<file path="config.mk">
export PLATFORM = sky130hd
export DESIGN_NAME = ddo_controller
export DESIGN_NICKNAME = d
export VERILOG_FILES = /design/src/hdl/ddo_pkg.sv /design/src/hdl/ddo_controller.sv
export SDC_FILE = /design/constraint.sdc
export NUM_CORES = 1
export LEC_CHECK = 0
export BUFFER_PORTS_ARGS = -buffer_cell sky130_fd_sc_hd__clkbuf_2
export CAP_MARGIN = 20
export CORE_AREA = 2 2 54 56
export CTS_CLUSTER_DIAMETER = 200
export DETAILED_ROUTE_END_ITERATION = 10
export DIE_AREA = 0 0 56 58
export GPL_TIMING_DRIVEN = 0
export PLACE_DENSITY = 0.69
export SLEW_MARGIN = 20
export SYNTH_ARGS = -nofsm -noshare
export SYNTH_HDL_FRONTEND = slang
export SYNTH_SLANG_ARGS = --single-unit
</file>
<file path="constraint.sdc">
create_clock -name clk -period 1.7 [get_ports clk]
set_input_delay 0.17 -clock clk [delete_from_list [all_inputs] [get_ports clk]]
set_output_delay 0.17 -clock clk [all_outputs]
set_load 0.02 [all_outputs]
</file>
<file path="src/hdl/ddo_pkg.sv">
package ddo_pkg;

  localparam int ANGLE_WIDTH_DEF  = 32;
  localparam int CORDIC_STEPS_DEF = 16;
  localparam int MAX_STEPS        = 30;

  localparam int CFG_INDEX_W = 2;
  localparam int CFG_DATA_W  = 16;

  localparam logic [CFG_INDEX_W-1:0] REG_HEADING_GAIN      = 2'd0;
  localparam logic [CFG_INDEX_W-1:0] REG_HALF_WHEEL_RADIUS = 2'd1;

  localparam logic [CFG_DATA_W-1:0] HEADING_GAIN_RESET      = 16'd9102;
  localparam logic [CFG_DATA_W-1:0] HALF_WHEEL_RADIUS_RESET = 16'd819;

  localparam longint TWO_PI_Q16 = 411775;
  localparam longint PI_Q16     = 205887;
  localparam longint RED_OFFSET = 64'sd2147818400;
  localparam int     RED_TOP    = 13;
  localparam int     RED_IDX_W  = 4;
  localparam int     ROT_IDX_W  = 5;
  localparam logic [63:0] K_Q32 = 64'd2608131496;

  typedef struct packed {
    logic                 load;
    logic                 mul_head;
    logic                 mul_step;
    logic                 head;
    logic                 reduce;
    logic                 fold;
    logic                 rotate;
    logic                 post;
    logic                 mul_x;
    logic                 mul_y;
    logic                 commit;
    logic [RED_IDX_W-1:0] red_idx;
    logic [ROT_IDX_W-1:0] rot_idx;
  } cmd_t;

  function automatic logic [63:0] quarter_pi_q60();
    logic [63:0] p;
    logic [63:0] t;
    logic [63:0] a5;
    logic [63:0] a239;
    a5 = '0;
    a239 = '0;
    p = (64'd1 << 60) / 64'd5;
    for (int k = 0; k < 32; k++) begin
      if (p != 0) begin
        t = p / 64'(2 * k + 1);
        if (k % 2 == 1) a5 = a5 - t;
        else a5 = a5 + t;
        p = p / 64'd25;
      end
    end
    p = (64'd1 << 60) / 64'd239;
    for (int k = 0; k < 32; k++) begin
      if (p != 0) begin
        t = p / 64'(2 * k + 1);
        if (k % 2 == 1) a239 = a239 - t;
        else a239 = a239 + t;
        p = p / 64'd57121;
      end
    end
    return 64'd4 * a5 - a239;
  endfunction

  function automatic logic [63:0] atan_q60(int i);
    logic [63:0] s;
    logic [63:0] t;
    s = '0;
    if (i == 0) begin
      s = quarter_pi_q60();
    end else begin
      for (int k = 0; k < 31; k++) begin
        if (i * (2 * k + 1) <= 60) begin
          t = (64'd1 << (60 - i * (2 * k + 1))) / 64'(2 * k + 1);
          if (k % 2 == 1) s = s - t;
          else s = s + t;
        end
      end
    end
    return s;
  endfunction

  function automatic logic [63:0] round_shift(logic [63:0] v, int sh);
    if (sh <= 0) return v;
    return (v + (64'd1 << (sh - 1))) >> sh;
  endfunction

  function automatic logic [63:0] cordic_atan(int i, int frac);
    return round_shift(atan_q60(i), 60 - frac);
  endfunction

  function automatic logic [63:0] cordic_gain(int frac);
    if (frac <= 32) return round_shift(K_Q32, 32 - frac);
    return K_Q32 << (frac - 32);
  endfunction

endpackage

</file>
<file path="src/hdl/ddo_controller.sv">
module ddo_controller #(
  parameter int CORDIC_STEPS = ddo_pkg::CORDIC_STEPS_DEF
) (
  input  logic          clk,
  input  logic          rst,
  input  logic          in_valid,
  output logic          in_ready,
  output logic          out_valid,
  input  logic          out_ready,
  output ddo_pkg::cmd_t cmd
);

  localparam int IW = (CORDIC_STEPS > 1) ? $clog2(CORDIC_STEPS) : 1;

  typedef enum logic [10:0] {
    S_IDLE     = 11'b00000000001,
    S_MUL_HEAD = 11'b00000000010,
    S_MUL_STEP = 11'b00000000100,
    S_HEAD     = 11'b00000001000,
    S_REDUCE   = 11'b00000010000,
    S_FOLD     = 11'b00000100000,
    S_ROTATE   = 11'b00001000000,
    S_POST     = 11'b00010000000,
    S_MUL_X    = 11'b00100000000,
    S_MUL_Y    = 11'b01000000000,
    S_COMMIT   = 11'b10000000000
  } state_t;

  state_t                          state, state_next;
  logic [ddo_pkg::RED_IDX_W-1:0]   red_cnt;
  logic [IW-1:0]                   rot_cnt;
  logic                            slot_free;

  assign in_ready  = (state == S_IDLE);
  assign slot_free = !out_valid || out_ready;

  always_comb begin
    state_next = state;
    case (state)
      S_IDLE:     if (in_valid) state_next = S_MUL_HEAD;
      S_MUL_HEAD: state_next = S_MUL_STEP;
      S_MUL_STEP: state_next = S_HEAD;
      S_HEAD:     state_next = S_REDUCE;
      S_REDUCE:   if (red_cnt == '0) state_next = S_FOLD;
      S_FOLD:     state_next = S_ROTATE;
      S_ROTATE:   if (rot_cnt == IW'(CORDIC_STEPS - 1)) state_next = S_POST;
      S_POST:     state_next = S_MUL_X;
      S_MUL_X:    state_next = S_MUL_Y;
      S_MUL_Y:    state_next = S_COMMIT;
      S_COMMIT:   if (slot_free) state_next = S_IDLE;
      default:    state_next = S_IDLE;
    endcase
  end

  always_comb begin
    cmd          = '0;
    cmd.load     = (state == S_IDLE) && in_valid;
    cmd.mul_head = (state == S_MUL_HEAD);
    cmd.mul_step = (state == S_MUL_STEP);
    cmd.head     = (state == S_HEAD);
    cmd.reduce   = (state == S_REDUCE);
    cmd.fold     = (state == S_FOLD);
    cmd.rotate   = (state == S_ROTATE);
    cmd.post     = (state == S_POST);
    cmd.mul_x    = (state == S_MUL_X);
    cmd.mul_y    = (state == S_MUL_Y);
    cmd.commit   = (state == S_COMMIT) && slot_free;
    cmd.red_idx  = red_cnt;
    cmd.rot_idx  = ddo_pkg::ROT_IDX_W'(rot_cnt);
  end

  always_ff @(posedge clk) begin
    if (rst) begin
      state     <= S_IDLE;
      out_valid <= 1'b0;
      red_cnt   <= '0;
      rot_cnt   <= '0;
    end else begin
      state <= state_next;
      if (cmd.commit) out_valid <= 1'b1;
      else if (out_ready) out_valid <= 1'b0;
      if (state == S_HEAD) red_cnt <= ddo_pkg::RED_IDX_W'(ddo_pkg::RED_TOP);
      else if (state == S_REDUCE) red_cnt <= red_cnt - 1'b1;
      if (state == S_FOLD) rot_cnt <= '0;
      else if (state == S_ROTATE) rot_cnt <= rot_cnt + 1'b1;
    end
  end

endmodule

</file>
==> flow_summary.yaml <==
status:
  outcome: "finished with violations"
  failed_checks: "setup timing"
timing:
  hold_viol_final: 0
  skew_ns: 0.00209
  setup_viol: 26
  worst_hold_slack_ns: 0.117
  fmax_mhz: 500
  fin_ws_ns: -0.300
  final-max-slew-violation-count: 0
  finalCriticalPeriod_ns: 2.00
  grt_setup_unrepaired: "true"
  worstMarginPinSlew_ns: 0.510
  fin_crit_sh_pct: 118
  relSlewSlack_pct: 66.0
yosys:
  syn_area_per_cell_sq_um: 8.76
  synth_edf_count: 0
  syn_inst: 129
  yosys_most_used_dff: "dfxtp_1"
  synth_area_leader_cell: "dfxtp_1"
  async_flop_share_pct: 0
  synth_area_sq_mm: 0.00113
  synth_top_cell_area_share_pct: 35.4
  ys_types: 42
  synth_area_leaders: "dfxtp_1 35%, nor2_1 4.0%, nor2_2 3.9%"
  ys_seq_area_share_pct: 35.4
  synth_nets: 136
  synth.top_cells.by_count: "20 x dfxtp_1, 12 x nor2_1, 8 x a21oi_1, 8 x inv_1, 8 x nor3_1"
  yosys_warnings: 0
  ys_ff_latch: 20
  post-synth-top-count-cell: "dfxtp_1"
clock_network:
  cts-root-buf: "clkbuf_4"
  path_clk_slew_ns: 0.12
  hold_buffers: 0
  cts.path.max_buffers: 2
  cts_max_level: 1
  clock_latency_ns: 0.32
  cts.sinks: 20
  cts_tree: "done"
  cts_buffers: 3
floorplanning:
  io_pins: 26
  dieWidth_um: 56
  start_util_pct: 42.4
  die_h_um: 58
  die_area_sq_mm: 0.00325
  placeableCoreArea_sq_mm: 0.00266
  rows: 19
setup_path:
  critPathArrivalTime_ns: 1.83
  max_stage_delay_ns: 0.41
  reg2regPathDepth: 8
  worstPathRequired_ns: 1.53
  cp_slowest_cell: "nor4_4"
  start_kind: "register"
  critPathKind: "register to output pin"
  worstPathMaxFanout: 5
  endpoint_kind: "output pin"
  cp_cell_sequence: "nor4_4, and2_4, and4b_1, buf_6, buf_8"
power_and_ir_drop:
  p_leak_nw: 0.872
  power_switching_w: 0.000417
  internal_power_w: 0.000979
  seqPwrFrac_pct: 35.0
  clockPowerShare_pct: 29.1
  peakVddDrop_v: 0.000875
  power_density_mw_per_mm2: 695
  p_comb_share_pct: 35.9
  sw_frac_of_total_pct: 29.9
drt:
  drc: 0
  wl_per_cell_um: 17.8
  drtAntennaViolNets: 0
  drtIter0Drc: 82
  firstDrtPassIters: 4
  vias: 1307
  drt_wl_total_mm: 4.09
  vias_per_cell: 5.68
flow_run:
  max-cap-violations: 0
finish:
  diodes: 0
  area_growth_pct: 77.7
  layout.nets: 207
  layout-drive-gt1-share_pct: 65.8
  nFillCells: 172
global_routing:
  grt.overflow.total: 0
  grt_pass1_vias: 1136
  grt_usage_pct: 21.4
  grt_pass1_wl_mm: 5.32
  antenna_found_initial: 0
  grt_max_degree: 13
placed_design:
  dp_hpwl_mm: 1.89
  gp_congestion: 0.834
  dp_worst_setup_slack_ns: -0.156
  io_buffers: 24
hold_path:
  hold_path_class: "primary input to register"
  min_path_cells: 2
## repair_timing
item,CTS,global route
setup endpoints to repair,27,27
gates resized for setup,62,38
setup buffers,29,16
pin swaps,17,20
## layout by cell type, fill, tap and decap left out, types with 3 or more instances in the layout
master,n
buf_4,40
buf_6,12
clkbuf_2,12
dfxtp_4,9
nor2_1,8
a21oi_1,7
nor2_2,6
nor3_1,6
dfxtp_1,6
nor2_4,5
xor2_1,5
dfxtp_2,5
nor4_4,4
nand4_1,4
inv_1,4
xnor2_1,4
buf_8,4
nand3_2,3
inv_2,3
nand3_1,3
ha_1,3
clkbuf_4,3
## worst max-delay path: cells and delay by family, from the launching register on
kind          cells  cell delay, ns
buf+inv           2            0.22
flops             1            0.39
simple gates      3            0.90
## path summary, 6_finish.rpt
check,startpoint,endpoint,slack [ns]
max reg2reg,state[2]$_SDFFE_PP0P_,state[2]$_SDFFE_PP0P_,-0.29
min,rst,rot_cnt[3]$_SDFFE_PP0P_,0.12
min reg2reg,red_cnt[1]$_SDFFE_PP0P_,red_cnt[1]$_SDFFE_PP0P_,0.56
max,state[9]$_SDFFE_PP0P_,cmd[14],-0.30
## registers in the layout (all words and copies together) (netlist names)
register / flops
out_valid: 1
red_cnt: 4
rot_cnt: 4
state: 11
## cell families (layout without fill, tap and decap cells)
| kind of cell | count (synthesis) | count (layout) | share of synthesized area, % |
|---|---|---|---|
| fa+ha+maj | 3 | 3 | 3.32 |
| flops | 20 | 20 | 35.4 |
| xor+xnor | 9 | 9 | 6.98 |
| mux | 1 | 1 | 0.886 |
| buf+inv | 15 | 85 | 6.53 |
| other cells | 1 | 1 | 0.332 |
| simple gates | 62 | 62 | 35.5 |
| compound gates | 18 | 18 | 11.0 |
## per-layer routing
metal	track usage, %	vias to the layer above	share of wire [%]
met2	37.6	71	50
li1	-	594	-
met4	10.5	0	5.7
met1	23.8	611	38
met3	6.03	31	6.5
met5	0	-	0
## stage by stage
stage	TNS [ns]	instance area, sq um	utilization, %	std cells	power (W)
after detailed placement	-1.49	1300	48.9	184	0.000714
after CTS	-1.93	1780	66.7	215	0.00127
after floorplan	0	1140	-	129	0.000662
after global placement	-1.05	1300	48.9	184	0.000705
final	-4.73	2010	75.4	230	0.00140
after global routing	-6.32	2010	75.4	230	0.00144
## area by class of cell
class / count / area (sq um) / area share (%)
clock buffer: 3 / 22.5 / 1.12
multi-input combinational: 94 / 831 / 41.4
buffer: 5 / 45.0 / 2.24
tap: 31 / 38.8 / 1.93
timing repair buffer: 67 / 562 / 28.0
sequential: 20 / 440 / 21.9
clock inverter: 1 / 30.0 / 1.50
inverter: 9 / 38.8 / 1.93
## power by group through the flow
stage	sequential [W]	clock [W]	combinational (W)
floorplan	0.000500	0	0.000162
CTS	0.000488	0.000400	0.000379
global placement	0.000503	0	0.000203
detailed placement	0.000504	0	0.000210
global route	0.000489	0.000427	0.000524
finish	0.000488	0.000407	0.000501
Note: power is estimated with default switching activity, not from simulation.
